$ cat src/design/unary_rank_decoder_macros.svh
// Assertion macros used by the top-level decoder module.
// Each check is sampled on the rising clock edge and is off while reset is low.
`ifndef UNARY_RANK_DECODER_MACROS_SVH
`define UNARY_RANK_DECODER_MACROS_SVH

`ifndef NO_ASSERTIONS
`define URD_ASSERT(lbl, clk, rst_n, prop, msg) \
    lbl: assert property (@(posedge clk) disable iff (!rst_n) (prop)) else $error(msg);
`define URD_ASSERT_IMP(lbl, clk, rst_n, ante, cons, msg) \
    lbl: assert property (@(posedge clk) disable iff (!rst_n) (ante) |-> (cons)) \
        else $error(msg);
`else
`define URD_ASSERT(lbl, clk, rst_n, prop, msg)
`define URD_ASSERT_IMP(lbl, clk, rst_n, ante, cons, msg)
`endif

`endif

$ cat src/design/urd_pkg.sv
package urd_pkg;

    localparam int WORD_BITS_DEF = 32;
    localparam int ALPHABET_DEF  = 128;

    localparam int SYM_W    = 7;
    localparam int CNT_W    = 16;
    localparam int BC_W     = 6;
    localparam int TABLE_SZ = 128;
    localparam int PADDR_W  = 3;

    localparam logic [CNT_W-1:0] MAX_SYMBOLS_RST = 16'hFFFF;

    // Register index, taken from paddr[2].
    localparam logic REG_MAX_SYMBOLS = 1'b0;

    typedef enum logic [1:0] {
        ST_OK       = 2'd0,
        ST_LIMIT    = 2'd1,
        ST_RUN_LONG = 2'd2
    } t_status;

    typedef enum logic {
        S_IDLE = 1'b0,
        S_RUN  = 1'b1
    } t_state;

    typedef struct packed {
        logic load;
        logic step;
        logic finish;
    } t_ctrl;

    typedef struct packed {
        logic busy;
        logic res_want;
    } t_dp_stat;

    typedef struct packed {
        logic [SYM_W-1:0] symbol;
        t_status          status;
        logic [CNT_W-1:0] count;
        logic             last;
    } t_result;

    localparam logic [SYM_W-1:0] RANK_TABLE [TABLE_SZ] = '{
        7'd23, 7'd113, 7'd96, 7'd73, 7'd1, 7'd82, 7'd54, 7'd93, 7'd37, 7'd116, 7'd88,
        7'd39, 7'd6, 7'd55, 7'd46, 7'd7, 7'd19, 7'd49, 7'd66, 7'd64, 7'd104, 7'd45,
        7'd21, 7'd120, 7'd20, 7'd61, 7'd76, 7'd106, 7'd102, 7'd81, 7'd34, 7'd62,
        7'd14, 7'd99, 7'd22, 7'd84, 7'd71, 7'd77, 7'd58, 7'd17, 7'd124, 7'd126,
        7'd27, 7'd117, 7'd41, 7'd97, 7'd12, 7'd4, 7'd32, 7'd38, 7'd13, 7'd25,
        7'd83, 7'd101, 7'd9, 7'd28, 7'd85, 7'd24, 7'd95, 7'd57, 7'd18, 7'd3,
        7'd92, 7'd48, 7'd50, 7'd86, 7'd79, 7'd91, 7'd103, 7'd108, 7'd123, 7'd80,
        7'd125, 7'd5, 7'd90, 7'd70, 7'd94, 7'd89, 7'd87, 7'd44, 7'd2, 7'd33,
        7'd69, 7'd26, 7'd127, 7'd111, 7'd75, 7'd118, 7'd8, 7'd36, 7'd121, 7'd105,
        7'd107, 7'd78, 7'd15, 7'd11, 7'd74, 7'd10, 7'd43, 7'd51, 7'd122, 7'd100,
        7'd72, 7'd63, 7'd98, 7'd68, 7'd119, 7'd16, 7'd65, 7'd60, 7'd52, 7'd42,
        7'd53, 7'd35, 7'd0, 7'd115, 7'd67, 7'd59, 7'd30, 7'd47, 7'd114, 7'd29,
        7'd40, 7'd112, 7'd31, 7'd109, 7'd56, 7'd110
    };

    function automatic logic [SYM_W-1:0] rank_lookup(input logic [SYM_W-1:0] rank);
        return RANK_TABLE[rank];
    endfunction

endpackage

$ cat src/design/urd_seq.sv
module urd_seq
    import urd_pkg::*;
(
    input  logic     i_clk,
    input  logic     i_rst_n,
    input  logic     i_in_valid,
    input  logic     i_out_free,
    input  t_dp_stat i_stat,
    output t_ctrl    o_ctrl,
    output logic     o_in_stall
);

    t_state r_state;
    t_state n_state;

    always_ff @(posedge i_clk) begin
        if (!i_rst_n) begin
            r_state <= S_IDLE;
        end else begin
            r_state <= n_state;
        end
    end

    always_comb begin
        n_state     = r_state;
        o_ctrl      = '0;
        o_in_stall  = 1'b1;
        unique case (r_state)
            S_IDLE: begin
                o_in_stall = 1'b0;
                if (i_in_valid) begin
                    o_ctrl.load = 1'b1;
                    n_state     = S_RUN;
                end
            end
            S_RUN: begin
                if (!i_stat.busy) begin
                    o_ctrl.finish = 1'b1;
                    n_state       = S_IDLE;
                end else if (!i_stat.res_want || i_out_free) begin
                    // A bit that yields a result waits for the output register.
                    o_ctrl.step = 1'b1;
                end
            end
            default: n_state = S_IDLE;
        endcase
    end

endmodule

$ cat src/design/urd_datapath.sv
module urd_datapath
    import urd_pkg::*;
#(
    parameter int WORD_BITS = WORD_BITS_DEF,
    parameter int ALPHABET  = ALPHABET_DEF
) (
    input  logic                 i_clk,
    input  logic                 i_rst_n,
    input  t_ctrl                i_ctrl,
    input  logic [WORD_BITS-1:0] i_code_word,
    input  logic [BC_W-1:0]      i_bit_count,
    input  logic                 i_final_word,
    input  logic [CNT_W-1:0]     i_max_symbols,
    output t_dp_stat             o_stat,
    output t_result              o_res
);

    localparam int LEFT_W = $clog2(WORD_BITS + 1);
    localparam int RUN_W  = $clog2(ALPHABET);
    localparam int CMP_W  = 10;

    logic [WORD_BITS-1:0] r_word;
    logic [LEFT_W-1:0]    r_left;
    logic                 r_final;
    logic [RUN_W-1:0]     r_ones_run;
    logic [CNT_W-1:0]     r_total;
    logic                 r_err;

    logic [LEFT_W-1:0]    cnt_sat;
    logic                 cur_bit;
    logic                 run_full;
    logic                 at_limit;
    logic                 more_after;
    logic [7:0]           run_ext;

    always_comb begin
        if (CMP_W'(i_bit_count) > CMP_W'(WORD_BITS)) begin
            cnt_sat = LEFT_W'(WORD_BITS);
        end else begin
            cnt_sat = LEFT_W'(i_bit_count);
        end
    end

    assign cur_bit  = r_word[WORD_BITS-1];
    assign run_full = (r_ones_run >= RUN_W'(ALPHABET - 1));
    assign at_limit = (r_total >= i_max_symbols);
    assign run_ext  = 8'(r_ones_run);

    // Invalid low bits are loaded and shifted in as ones, so a zero below the
    // current bit means another symbol follows; an all-ones tail only adds a
    // result when it is long enough to overflow the run.
    assign more_after = !(&r_word[WORD_BITS-2:0]) ||
                        ((CMP_W'(r_left) - CMP_W'(1)) >= CMP_W'(ALPHABET));

    assign o_stat.busy     = (r_left != '0) && !r_err;
    assign o_stat.res_want = !cur_bit || run_full;

    always_comb begin
        o_res.symbol = '0;
        o_res.count  = r_total;
        o_res.last   = 1'b1;
        if (cur_bit) begin
            o_res.status = ST_RUN_LONG;
        end else if (at_limit) begin
            o_res.status = ST_LIMIT;
        end else begin
            o_res.status = ST_OK;
            o_res.symbol = rank_lookup(run_ext[SYM_W-1:0]);
            o_res.count  = r_total + 1'b1;
            o_res.last   = !more_after;
        end
    end

    always_ff @(posedge i_clk) begin
        if (i_ctrl.load) begin
            r_word  <= i_code_word | ({WORD_BITS{1'b1}} >> cnt_sat);
            r_final <= i_final_word;
        end else if (i_ctrl.step) begin
            r_word <= {r_word[WORD_BITS-2:0], 1'b1};
        end
    end

    always_ff @(posedge i_clk) begin
        if (!i_rst_n) begin
            r_left     <= '0;
            r_ones_run <= '0;
            r_total    <= '0;
            r_err      <= 1'b0;
        end else if (i_ctrl.load) begin
            r_left <= cnt_sat;
        end else if (i_ctrl.step) begin
            r_left <= r_left - 1'b1;
            if (cur_bit) begin
                if (run_full) begin
                    r_err <= 1'b1;
                end else begin
                    r_ones_run <= r_ones_run + 1'b1;
                end
            end else if (at_limit) begin
                r_err <= 1'b1;
            end else begin
                r_total    <= r_total + 1'b1;
                r_ones_run <= '0;
            end
        end else if (i_ctrl.finish) begin
            r_left <= '0;
            if (r_final) begin
                r_ones_run <= '0;
                r_total    <= '0;
                r_err      <= 1'b0;
            end
        end
    end

endmodule

$ cat src/design/unary_rank_decoder.sv
// Unary rank decoder.
// Input channel: i_in_valid / o_in_stall carry one packed code word per transfer,
// with i_bit_count valid bits read from the top bit down and i_final_word marking
// the last word of a message. Output channel: o_out_valid / i_out_stall carry one
// decoded symbol per transfer, with status, running symbol count and a flag on
// the last result caused by the input word.
// A word is worked through by one bit unit, one bit per cycle while it does not
// pause for the output; the input stays stalled until the word is done. A symbol
// reaches the output register in the cycle after its bit is examined.
// When the receiver stalls with a result waiting, the bit unit pauses on the next
// bit that yields a result; bits that only extend a run of ones keep going.
// Reset clears the run length, the symbol count and the error flag, empties the
// output register and sets max_symbols to 65535. max_symbols lies at byte
// address 0 of the APB port; the user must write it only while the block is
// idle, as the block has no check for it.
module unary_rank_decoder
    import urd_pkg::*;
#(
    parameter int WORD_BITS = WORD_BITS_DEF,
    parameter int ALPHABET  = ALPHABET_DEF
) (
    input  logic                 i_clk,
    input  logic                 i_rst_n,
    input  logic                 i_in_valid,
    output logic                 o_in_stall,
    input  logic [WORD_BITS-1:0] i_code_word,
    input  logic [BC_W-1:0]      i_bit_count,
    input  logic                 i_final_word,
    output logic                 o_out_valid,
    input  logic                 i_out_stall,
    output logic [SYM_W-1:0]     o_symbol,
    output logic [1:0]           o_status,
    output logic [CNT_W-1:0]     o_symbols_so_far,
    output logic                 o_last_of_word,
    input  logic                 psel,
    input  logic                 penable,
    input  logic                 pwrite,
    input  logic [PADDR_W-1:0]   paddr,
    input  logic [31:0]          pwdata,
    output logic [31:0]          prdata,
    output logic                 pready
);

`include "unary_rank_decoder_macros.svh"

    t_ctrl            ctrl;
    t_dp_stat         dp_stat;
    t_result          res;
    logic             out_free;
    logic             load_out;
    logic [CNT_W-1:0] r_max_symbols;
    logic             r_out_valid;
    t_result          r_out;

    assign pready = 1'b1;

    always_ff @(posedge i_clk) begin
        if (!i_rst_n) begin
            r_max_symbols <= MAX_SYMBOLS_RST;
        end else if (psel && penable && pwrite && pready && paddr[2] == REG_MAX_SYMBOLS) begin
            r_max_symbols <= pwdata[CNT_W-1:0];
        end
    end

    always_comb begin
        prdata = '0;
        if (paddr[2] == REG_MAX_SYMBOLS) begin
            prdata = {{(32 - CNT_W){1'b0}}, r_max_symbols};
        end
    end

    urd_seq u_seq (
        .i_clk      (i_clk),
        .i_rst_n    (i_rst_n),
        .i_in_valid (i_in_valid),
        .i_out_free (out_free),
        .i_stat     (dp_stat),
        .o_ctrl     (ctrl),
        .o_in_stall (o_in_stall)
    );

    urd_datapath #(
        .WORD_BITS (WORD_BITS),
        .ALPHABET  (ALPHABET)
    ) u_datapath (
        .i_clk         (i_clk),
        .i_rst_n       (i_rst_n),
        .i_ctrl        (ctrl),
        .i_code_word   (i_code_word),
        .i_bit_count   (i_bit_count),
        .i_final_word  (i_final_word),
        .i_max_symbols (r_max_symbols),
        .o_stat        (dp_stat),
        .o_res         (res)
    );

    assign out_free = !r_out_valid || !i_out_stall;
    assign load_out = ctrl.step && dp_stat.res_want;

    always_ff @(posedge i_clk) begin
        if (!i_rst_n) begin
            r_out_valid <= 1'b0;
        end else if (load_out) begin
            r_out_valid <= 1'b1;
        end else if (!i_out_stall) begin
            r_out_valid <= 1'b0;
        end
    end

    always_ff @(posedge i_clk) begin
        if (load_out) begin
            r_out <= res;
        end
    end

    assign o_out_valid      = r_out_valid;
    assign o_symbol         = r_out.symbol;
    assign o_status         = r_out.status;
    assign o_symbols_so_far = r_out.count;
    assign o_last_of_word   = r_out.last;

    `URD_ASSERT_IMP(a_no_overwrite, i_clk, i_rst_n, r_out_valid && i_out_stall, !load_out,
        "result loaded over a stalled result")
    `URD_ASSERT_IMP(a_idle_no_result, i_clk, i_rst_n, !o_in_stall, !load_out,
        "result produced while idle")
    `URD_ASSERT_IMP(a_error_last, i_clk, i_rst_n,
        o_out_valid && o_status != ST_OK, o_symbol == '0 && o_last_of_word,
        "error result is not a zero symbol closing the word")
    `URD_ASSERT_IMP(a_accept_starts, i_clk, i_rst_n, i_in_valid && !o_in_stall, ##1 o_in_stall,
        "input not stalled after a word transfer")

endmodule
$ cat config.mk
export PLATFORM = sky130hd
export DESIGN_NAME = unary_rank_decoder
export DESIGN_NICKNAME = d
export VERILOG_FILES = /design/src/design/urd_pkg.sv /design/src/design/urd_seq.sv /design/src/design/urd_datapath.sv /design/src/design/unary_rank_decoder.sv
export VERILOG_INCLUDE_DIRS = /design/src /design/src/design
export SDC_FILE = /design/constraint.sdc
export NUM_CORES = 1
export LEC_CHECK = 0
export BUFFER_PORTS_ARGS = -buffer_cell sky130_fd_sc_hd__buf_2
export CORE_MARGIN = 2
export CORE_UTILIZATION = 45
export CTS_CLUSTER_DIAMETER = 150
export DETAILED_ROUTE_END_ITERATION = 8
export GPL_ROUTABILITY_DRIVEN = 1
export PLACE_DENSITY = 0.79
export SYNTH_ARGS = -nofsm -noshare
export SYNTH_HDL_FRONTEND = slang
export SYNTH_SLANG_ARGS = --single-unit
$ cat constraint.sdc
create_clock -name i_clk -period 3.8 [get_ports i_clk]
set_input_delay 0.76 -clock i_clk [delete_from_list [all_inputs] [get_ports i_clk]]
set_output_delay 0.76 -clock i_clk [all_outputs]
set_load 0.02 [all_outputs]
# Yosys cells after proc, flatten, opt, wreduce, memory -nomap -nowiden
# Memories as Yosys holds them, arrays and structs flattened. A register that Yosys moved wholly into a read port is not among the register bits.
# Cells that the tools add are included.
word_totals:
  regBits: 100
  latch_bits: 0
  mem_bits_rw: 0
  romBits: 896
  inputBits: 81
  out_inout_bits: 61
  word_cells: 98
  mem_count: 1
op_classes:
  n_addsub: 4
  multipliers: 0
  n_div: 0
  order_cmp: 4
  eq_ne: 7
  shift: 1
  mux: 38
  n_bitwise: 5
  n_reduce_logical: 26
memory_table:
  columns: ["memory", "words", "word_bits", "rd", "rd_clocked_by_memory_dff", "write_ports", "line_no", "rtl"]
  rows:
  - ["(name not given)", 128, 7, 1, 1, 0, "urd_pkg.sv:63", "return RANK_TABLE[rank];"]
op_table:
  columns: ["operator", "count"]
  rows:
  - ["$mux W16", 6]
  - ["$mux W32", 2]
  - ["$mux W7", 6]
  - ["$mux W17", 2]
  - ["$or A32 B32 Y32", 1]
  - ["$shr A32 B6 Y32 const A", 1]
  - ["$reduce_and A31 Y1", 1]
  - ["$mux W6", 4]
  - ["$add A16 B1 Y16 const B", 1]
  - ["$ge A16 B16 Y1", 1]
  - ["$mux W1", 16]
  - ["$reduce_and A5 Y1", 3]
  - ["$ge A10 B8 Y1 const B", 1]
  - ["$not A7 Y8", 1]
  - ["$add A7 B1 Y7 const B", 1]
  - ["$ge A7 B7 Y1 const B", 1]
  - ["$logic_not A1 Y1", 7]
  - ["$sub A6 B1 Y7 const B", 1]
  - ["$gt A6 B6 Y1 const B", 1]
  - ["$ne A3 B3 Y1 const B", 2]
  - ["$reduce_bool A2 Y1", 3]
  - ["$reduce_bool A6 Y1", 1]
  - ["$sub A6 B1 Y6 const B", 1]
  - ["$logic_and A1 B1 Y1", 5]
  - ["10 further kinds", 16]

# Depth between registers and ports, before layout
# Gate-level depths: netlist (run 1).
logic_depth:
  word_depth: 10
  mapped_depth: 11
  mapped_depth_nobuf: 8

# Modules after synthesis
# Synthesis (run 1) repeated with hierarchy kept, for this count alone.
unflattened:
  hier_cells: 920
  area_unflattened_um2: 7594.8
modules_own_cells:
  columns: ["module", "n_inst", "cells_each", "area_each_um2", "seq_area_each_um2"]
  rows:
  - ["urd_datapath", 1, 775, 5720.5, 1591.5]
  - ["unary_rank_decoder", 1, 137, 1806.7, 1121.1]
  - ["urd_seq", 1, 8, 67.6, 20.0]

# Worst setup path before layout (run 1)
# No wires, ideal clock.
synth_path:
  kind: "reg2reg"
  from: "register u_datapath.r_ones_run[1]"
  to: "register r_out (netlist bit o_last_of_word) (enable)"
  setup_ps: 419
  t_arrival_ps: 2582
  t_required_ps: 3381
  path_slack_ps: 798
  path_stages_with_launch: 6
  n_path_buf: 0
  period_less_slack_ps: 3002
  cell_sequence: "dfxtp_1 ha_1 a22oi_1 o21ai_1 nand2b_1 a21oi_1"
synth_via:
  elab_chain_len: 8
synth_lines:
  columns: ["item", "line_no", "rtl"]
  rows:
  - ["from (decl)", "urd_datapath.sv:25", "logic [RUN_W-1:0] r_ones_run;"]
  - ["from (signal assigned)", "urd_datapath.sv:97", "r_ones_run <= r_ones_run + 1'b1;"]
  - ["$ge A7 B7 Y1 *", "urd_datapath.sv:45", "assign run_full = (r_ones_run >= RUN_W'(ALPHABET - 1));"]
  - ["$logic_or A1 B1 Y1 *", "urd_datapath.sv:56", "assign o_stat.res_want = !cur_bit || run_full;"]
  - ["$logic_not A1 Y1", "urd_seq.sv:40", "end else if (!i_stat.res_want || i_out_free) begin"]
  - ["$logic_or A1 B1 Y1", "urd_seq.sv:40", null]
  - ["$mux W1", "urd_seq.sv:40", null]
  - ["$mux W1", "urd_seq.sv:37", "if (!i_stat.busy) begin"]
  - ["$mux W2", "urd_seq.sv:28", "unique case (r_state)"]
  - ["$logic_and A1 B1 Y1 *", "unary_rank_decoder.sv:98", "assign load_out = ctrl.step && dp_stat.res_want;"]
  - ["named net load_out", "unary_rank_decoder.sv:50", "logic load_out;"]
  - ["to (signal assigned)", "unary_rank_decoder.sv:112", "r_out <= res;"]
  - ["to (decl)", "unary_rank_decoder.sv:53", "t_result r_out;"]
# Mark *: on every way through the listed nets, which the timed path passes. The rest lies on a longest branch.
# A chain may end at the register's enable or synchronous reset.

==> results.json, run 1 <==
{
  "antenna_cells": 0,
  "postSynthCellCount": 869,
  "dr_total_vias": 6778,
  "cts_buffers": 9,
  "cts_root_buf": "clkbuf_16",
  "ys_seq_area_share_pct": 38.1,
  "h-tree-depth": 3,
  "die_h_um": 130,
  "fin_tns_setup_ps": 0,
  "netlist_area_um2": 7180,
  "ff2ff_setup_slack_ps": 410,
  "hold_viol": 0,
  "cts_resized": 0,
  "drtPass1Iterations": 5,
  "vdd_drop_max_v": 0.000259,
  "die-area_um2": 17000,
  "clock_sinks": 107,
  "grt_pass1_wl_mm": 29.9,
  "required_ps": 3890,
  "cp_data_arrival_time_ps": 3480,
  "drv_cap": 0,
  "cp-end-kind": "flip-flop",
  "crit_fanout": 26,
  "finalSetupViolCount": 0,
  "fin_crit_ps": 3390,
  "clk_latency_ps": 360,
  "post-dp-hpwl_mm": 13.0,
  "routed_wl_mm": 18.6,
  "core_um2": 15700,
  "routed_via_density": 5.86,
  "fin_crit_sh_pct": 89.1,
  "ys_seq_elements": 107,
  "placed_area_um2": 7770,
  "grt-ovfl-total": 0,
  "p_int_uw": 2090,
  "synth_top_family_by_area": "compound AO/OA/AOI/OAI gates",
  "clockBufferDepth": 2,
  "critPathLaunchType": "flip-flop",
  "cp-startpoint": "u_datapath.r_total[0]",
  "drive_above_1_share_pct": 17.1,
  "clk_pin_slew_ps": 80,
  "muxShareOfSynthArea_pct": 1.53,
  "synth-compound-area-share_pct": 24.5,
  "synth-async-reset-ratio_pct": 0,
  "synthAdderAreaFrac_pct": 5.40,
  "synth-simple-area-share_pct": 20.5,
  "tightest_slew_ps": 1000,
  "synth_edf_count": 59,
  "pwr-share-clk_pct": 32.2,
  "track_usage_pct": 22.2,
  "start_util_pct": 45.7,
  "hp-class": "reg -> reg",
  "rsz0062_at_grt": "false",
  "r2r_start": "u_datapath.r_total[0]",
  "yosys.cell_types.count": 67,
  "drt_iter0_drc": 773,
  "p_comb_share_pct": 20.5,
  "fp-row-count": 46,
  "switching_share_pct": 30.5,
  "slew_headroom_pct": 33.2,
  "max_freq_ghz": 0.295,
  "critPathCapture": "o_symbols_so_far[9]",
  "layout.cells.non_filler": 1156,
  "io_buffers": 106,
  "fp.dieW_um": 130,
  "pwr-share-seq_pct": 47.2,
  "power_switching_uw": 920,
  "gp_congestion": 0.969,
  "holdBufCountCts": 0,
  "drc": 0,
  "p_leak_uw": 0.00324,
  "cellPowerDensity_nw_per_um2": 373,
  "syn-mean-instance-area_um2": 8.26,
  "fin_util_pct": 51.4,
  "dp_cells": 1140,
  "ios": 142,
  "grt_max_degree": 77,
  "wire_per_inst_um": 16.1,
  "crit_type": "reg -> reg",
  "r2r_end": "o_symbols_so_far[9]",
  "r2r_cells": 8,
  "synth_xor_area_share_pct": 2.32,
  "antenna_found_initial": 1,
  "grt_pass1_vias": 6080,
  "cts_setup_buffers": 0,
  "yosys_most_used_dff": "edfxtp_1",
  "cts_tree": "built",
  "design_area_um2": 8080,
  "slew_viol_final": 0,
  "ys_warn_count": 0,
  "finClkSkew_ps": 8.27,
  "status": "finished, final reports clean",
  "nets": 1047,
  "ant_nets": 0,
  "syn_to_final_growth_pct": 12.5
}
[how the worst min path moves through the flow]
stage	startpoint	end	cells past startpoint
finish	u_datapath.r_ones_run[2]	u_datapath.r_ones_run[2]	2
floorplan	u_datapath.r_word[31]	o_status[1]	0
detailed placement	u_datapath.r_ones_run[2]	u_datapath.r_ones_run[2]	2
global route	u_datapath.r_ones_run[2]	u_datapath.r_ones_run[2]	2
global placement	u_datapath.r_left[2]	u_datapath.r_left[2]	2
CTS	u_datapath.r_ones_run[2]	u_datapath.r_ones_run[2]	2
[synth_stat cells (all sizes together) (9+ instances only)]
cell	instances	area, µm²
o32a	9	90.1
nor2	71	267
and3	13	81.3
nand2b	13	81.3
nand3	22	110
buf	28	198
clkbuf	56	210
inv	32	120
a21oi	71	355
dfxtp	48	961
a211oi	10	75.1
nor3	33	165
nand2	109	409
nand4	15	93.8
o21ai	71	355
o211ai	31	233
edfxtp	59	1770
ha	31	388
a31oi	22	153
xnor2	18	158
[layout make-up]
type | count | area [µm²]
Fill cell | 1468 | 7640
Clock buffer | 9 | 225
Sequential cell | 107 | 2740
Clock inverter | 7 | 82.6
Tap cell | 216 | 270
Inverter | 35 | 131
Multi-Input combinational cell | 658 | 3970
Timing Repair Buffer | 124 | 666
[flip-flops by register name (all words and copies together), names as in the netlist, 2 cells and up]
signal	cells
u_datapath.r_word	32
o_symbols_so_far	16
r_max_symbols	16
u_datapath.r_total	16
o_symbol	7
u_datapath.r_ones_run	7
u_datapath.r_left	6
o_status	2
[per-layer routing]
layer / share of wire (%) / GRT usage, %
met1: 43 / 29.2
met3: 8.1 / 5.21
met2: 47 / 36.4
met4: 1.6 / 6.64
met5: 0.070 / 0
[critical path: stages, from the launching register on]
cell	delay (ps)
dfxtp_1	430
inv_1	110
ha_1	270
nand2b_1	150
a2111oi_0	610
o32a_1	370
and3_1	830
nand2_1	140
xnor2_1	210
[cells in the final DEF (no fill, tap or decap), drive strengths merged, types with 18 or more instances in the layout]
| master | Yosys | layout |
|---|---|---|
| a21oi | 71 | 71 |
| a31oi | 22 | 22 |
| buf | 28 | 124 |
| dfxtp | 48 | 48 |
| edfxtp | 59 | 59 |
| ha | 31 | 31 |
| inv | 32 | 36 |
| nand2 | 109 | 109 |
| nand3 | 22 | 22 |
| nor2 | 71 | 71 |
| nor3 | 33 | 33 |
| o211ai | 31 | 31 |
| o21ai | 71 | 71 |
| xnor2 | 18 | 18 |
[kinds of logic after synthesis]
kind of cell               count (synthesis)
and+or+nand+nor                          313
AOI/OAI and AO/OA                        272
buffers and inverters                    119
DFF                                      107
adders and majority gates                 31
xor gates and xnor gates                  19
muxes                                      6
other                                      2
[metrics by stage]
stage / setup slack [ps] / power, µW / hold WS [ps]
2_1_floorplan: 798 / 1880 / 424
3_3_place_gp: 642 / 2050 / 478
3_5_place_dp: 642 / 2060 / 484
4_1_cts: 472 / 3020 / 496
5_1_grt: 160 / 3150 / 529
6_report: 413 / 3010 / 494
[power groups by stage]
stage / Sequential, µW / Clock [µW] / Combinational [µW]
after CTS: 1420 / 982 / 616
after global placement: 1440 / 0 / 604
after detailed placement: 1450 / 0 / 613
final: 1420 / 972 / 619
after floorplan: 1460 / 0 / 426
after global routing: 1440 / 1030 / 686
(Power assumes the default switching activity.)
==> run 2: changes to the inputs <==
--- a/config.mk
+++ b/config.mk
@@ -9,6 +9,7 @@
 export BUFFER_PORTS_ARGS = -buffer_cell sky130_fd_sc_hd__buf_2
 export CORE_MARGIN = 2
 export CORE_UTILIZATION = 45
+export CTS_BUF_LIST = sky130_fd_sc_hd__clkbuf_2
 export CTS_CLUSTER_DIAMETER = 150
 export DETAILED_ROUTE_END_ITERATION = 8
 export GPL_ROUTABILITY_DRIVEN = 1
==> results.json, run 2 (synthesis results as in run 1) <==
{
  "status": "finished, final reports clean",
  "fin_crit_ps": 3300,
  "antenna_found_initial": 1,
  "fp.dieW_um": 130,
  "dpl_worst_slack_ps": 642,
  "clk_latency_ps": 650,
  "crit_type": "reg -> reg",
  "rsz0062_at_grt": "false",
  "syn_to_final_growth_pct": 10.0,
  "drive_above_1_share_pct": 17.1,
  "crit_fanout": 26,
  "mostFrequentLayoutCell": "nand2_1",
  "post-dp-hpwl_mm": 13.0,
  "nets": 1047,
  "finalSetupViolCount": 0,
  "largest_reg_flops": 32,
  "drt_iter0_drc": 832,
  "fin_crit_sh_pct": 86.8,
  "routed_wl_mm": 18.3,
  "fin_util_pct": 50.3,
  "cp-end-kind": "flip-flop",
  "wl_met2_mm": 8.64,
  "clockBufferDepth": 2,
  "cts_root_buf": "clkbuf_2",
  "highest_layer": "met5",
  "route.met3.wl_mm": 1.50,
  "slew_headroom_pct": 33.3,
  "cellPowerDensity_nw_per_um2": 332,
  "antenna_cells": 0,
  "track_usage_pct": 21.9,
  "largest_register": "u_datapath.r_word",
  "clock_sinks": 107,
  "grt_pass1_wl_mm": 29.8,
  "p_leak_uw": 0.00317,
  "p_total_uw": 2620,
  "required_ps": 4280,
  "hold_viol": 0,
  "drtPass1Iterations": 5,
  "ios": 142,
  "tightest_slew_ps": 1000,
  "ant_nets": 0,
  "routed_via_density": 5.81,
  "cts_setup_buffers": 0,
  "most-common-layout-cells": "109 x nand2_1, 106 x buf_2, 71 x nor2_1, 70 x a21oi_1, 68 x o21ai_0",
  "cts_resized": 0,
  "drv_cap": 0,
  "vdd_drop_max_v": 0.000217,
  "grt_max_degree": 77,
  "wirelength_met1_mm": 7.89,
  "cts_buffers": 9,
  "wire_per_inst_um": 15.9,
  "gp_congestion": 0.969,
  "cp_data_arrival_time_ps": 3780,
  "finClkSkew_ps": 22.4,
  "max_freq_ghz": 0.303,
  "critPathLaunchType": "flip-flop",
  "start_util_pct": 45.7,
  "dr_total_vias": 6714,
  "die-area_um2": 17000,
  "fp-row-count": 46,
  "grt-ovfl-total": 0,
  "h-tree-depth": 3,
  "io_buffers": 106,
  "clk_pin_slew_ps": 300,
  "holdBufCountCts": 0,
  "slew_viol_final": 0,
  "drc": 0,
  "hp-class": "in -> reg",
  "grt_pass1_vias": 6069,
  "worst_slack_ps": 500,
  "cts_tree": "built",
  "die_h_um": 130,
  "core_um2": 15700,
  "fin_tns_setup_ps": 0
}
-- run 2: cell types whose count changed in the layout (fill, tap and decap cells not counted) --
cell       delta
clkbuf_2      +9
clkbuf_16     -9
-- run 2: final cells by class --
class	instances	area [µm²]
Timing Repair Buffer	124	666
Clock inverter	7	82.6
Clock buffer	9	45.0
Sequential cell	107	2740
Tap cell	216	270
Multi-Input combinational cell	658	3970
Inverter	35	131
Fill cell	1491	7820
-- run 2: metrics by stage --
| step | hold slack [ps] | cells | cell area (µm²) |
|---|---|---|---|
| 2_1_floorplan | 424 | 884 | 7230 |
| 3_3_place_gp | 478 | 1140 | 7770 |
| 3_5_place_dp | 484 | 1140 | 7770 |
| 4_1_cts | 214 | 1156 | 7900 |
| 5_1_grt | 214 | 1156 | 7900 |
| 6_report | 274 | 1156 | 7900 |
-- run 2: path summary, 6_finish.rpt --
| kind | slack [ps] | end | cells past startpoint | startpoint |
|---|---|---|---|---|
| min | 270 | u_datapath.r_final | 1 | i_final_word |
| max reg2reg | 500 | o_symbols_so_far[9] | 8 | u_datapath.r_total[0] |
| min reg2reg | 510 | u_datapath.r_ones_run[2] | 2 | u_datapath.r_ones_run[2] |
| max | 500 | o_symbols_so_far[9] | 8 | u_datapath.r_total[0] |
-- run 2: routing by layer --
layer / GRT usage, % / vias to the layer above
met5: 0 / -
met4: 6.14 / 2
met3: 5.00 / 34
met2: 36.1 / 292
li1: - / 3278
met1: 29.1 / 3108
-- run 2: critical path, stage by stage (launching register included) --
cell and delay (ps):
dfxtp_1 500, inv_1 100, ha_1 270, nand2b_1 140, a2111oi_0 530, o32a_1 350
and3_1 830, nand2_1 140, xnor2_1 260
-- run 2: report_power, final --
group	internal [µW]	total, µW	switching, µW
clock	166	575	409
combinational	211	617	406
sequential	1360	1430	63.9
==> run 3: changes to the inputs <==
--- a/config.mk
+++ b/config.mk
@@ -13,6 +13,7 @@
 export CTS_CLUSTER_DIAMETER = 150
 export DETAILED_ROUTE_END_ITERATION = 8
 export GPL_ROUTABILITY_DRIVEN = 1
+export MAX_ROUTING_LAYER = met4
 export PLACE_DENSITY = 0.79
 export SYNTH_ARGS = -nofsm -noshare
 export SYNTH_HDL_FRONTEND = slang
==> results.json, run 3 (synthesis results as in run 1) <==
{
  "drv_cap": 0,
  "cts_tree": "built",
  "rsz0062_at_grt": "false",
  "worstHoldPathCells": 1,
  "dr_total_vias": 6821,
  "wire_per_inst_um": 16.0,
  "fp-row-count": 46,
  "hp-class": "in -> reg",
  "cellPowerDensity_nw_per_um2": 321,
  "required_ps": 4160,
  "cp_data_arrival_time_ps": 3410,
  "syn_to_final_growth_pct": 9.88,
  "grt_max_degree": 77,
  "tightest_slew_ps": 1060,
  "nets": 1048,
  "p_total_uw": 2530,
  "crit_type": "reg -> reg",
  "fp.dieW_um": 130,
  "cp-end-kind": "flip-flop",
  "cts_buffers": 9,
  "clk_pin_slew_ps": 290,
  "r2r_end": "o_symbols_so_far[14]",
  "grt_pass1_wl_mm": 29.8,
  "p_leak_uw": 0.00317,
  "use_met2_pct": 35.5,
  "slew_viol_final": 0,
  "gp_congestion": 1.01,
  "ant_nets": 0,
  "routed_via_density": 5.89,
  "hp-start": "i_final_word",
  "clk_latency_ps": 590,
  "status": "finished, final reports clean",
  "critPathLaunchType": "flip-flop",
  "drt_iter0_drc": 824,
  "mostFrequentLayoutCell": "nand2_1",
  "max_freq_ghz": 0.328,
  "largest_reg_flops": 32,
  "dp_cells": 1141,
  "ios": 142,
  "finalSetupViolCount": 0,
  "grt_use_met1_pct": 29.6,
  "top_usage_layer": "met2",
  "drtPass1Iterations": 5,
  "slew_headroom_pct": 29.0,
  "die-area_um2": 17000,
  "cp-startpoint": "u_datapath.r_total[0]",
  "start_util_pct": 45.7,
  "use_met3_pct": 4.14,
  "most-common-layout-cells": "109 x nand2_1, 106 x buf_2, 71 x nor2_1, 70 x a21oi_1, 68 x o21ai_0",
  "routed_wl_mm": 18.5,
  "layout.cells.non_filler": 1158,
  "track_usage_pct": 22.4,
  "cts_resized": 0,
  "clock_sinks": 107,
  "grt-ovfl-total": 0,
  "r2r_start": "u_datapath.r_total[0]",
  "holdBufCountCts": 0,
  "cts_setup_buffers": 0,
  "core_um2": 15700,
  "hold_viol": 0,
  "fin_crit_sh_pct": 80.3,
  "h-tree-depth": 3,
  "drc": 0,
  "post-dp-hpwl_mm": 13.2,
  "crit_fanout": 19,
  "io_buffers": 106,
  "vdd_drop_max_v": 0.000189,
  "ff2ff_setup_slack_ps": 750,
  "die_h_um": 130,
  "worstHoldEndpoint": "u_datapath.r_final",
  "fin_tns_setup_ps": 0,
  "clockBufferDepth": 2,
  "antenna_found_initial": 1,
  "finClkSkew_ps": 27.8,
  "grt_pass1_vias": 6060,
  "drive_above_1_share_pct": 17.2,
  "fin_crit_ps": 3050,
  "cts_root_buf": "clkbuf_2",
  "r2r_cells": 9,
  "largest_register": "u_datapath.r_word"
}
-- run 3: cell types whose count changed in the layout (fill, tap and decap cells not counted), sizes merged --
cell      before  now
buf          124  125
clkinvlp       0    1
diode          0    1
bufinv         1    0
-- run 3: worst max path at each step --
stage,slack [ps],to,depth (start not counted)
2_1_floorplan,800,o_last_of_word,5
3_3_place_gp,800,o_symbols_so_far[10],9
3_5_place_dp,780,o_symbols_so_far[5],9
4_1_cts,740,o_symbols_so_far[14],9
5_1_grt,490,o_symbols_so_far[5],9
6_report,750,o_symbols_so_far[14],9
-- run 3: power breakdown --
part | total (µW) | switching (µW) | internal, µW
combinational | 621 | 404 | 217
sequential | 1430 | 66.4 | 1360
clock | 481 | 388 | 93.4
total | 2530 | 858 | 1670
-- run 3: through the flow --
| step | hold WS [ps] | instance area [µm²] | setup slack, ps | utilization, % |
|---|---|---|---|---|
| final | 338 | 7890 | 749 | 50.2 |
| after global routing | 266 | 7890 | 495 | 50.2 |
| after CTS | 289 | 7890 | 745 | 50.2 |
| after detailed placement | 488 | 7790 | 778 | 49.6 |
| after global placement | 476 | 7790 | 801 | 49.6 |
| after floorplan | 424 | 7230 | 798 | - |
-- run 3: cell type report --
type	instances	area [µm²]
Antenna cell	1	2.50
Clock buffer	9	45.0
Clock inverter	7	51.3
Fill cell	1532	7830
Inverter	35	131
Multi-Input combinational cell	658	3970
Sequential cell	107	2740
Tap cell	216	270
Timing Repair Buffer	125	686
-- run 3: worst max-delay path, stage by stage (launching register included) --
cell and delay (ps):
dfxtp_1 490, inv_1 100, ha_1 270, nand2b_1 130
a2111oi_0 510, o32a_1 340, and3_1 420, buf_4 310
nand2_1 90, xnor2_1 140
-- run 3: layer usage --
metal  up-vias  share of wire (%)
li1       3281                  -
met5         -                  0
met3        37                8.5
met1      3169                 43
met2       334                 47
met4         0                1.7
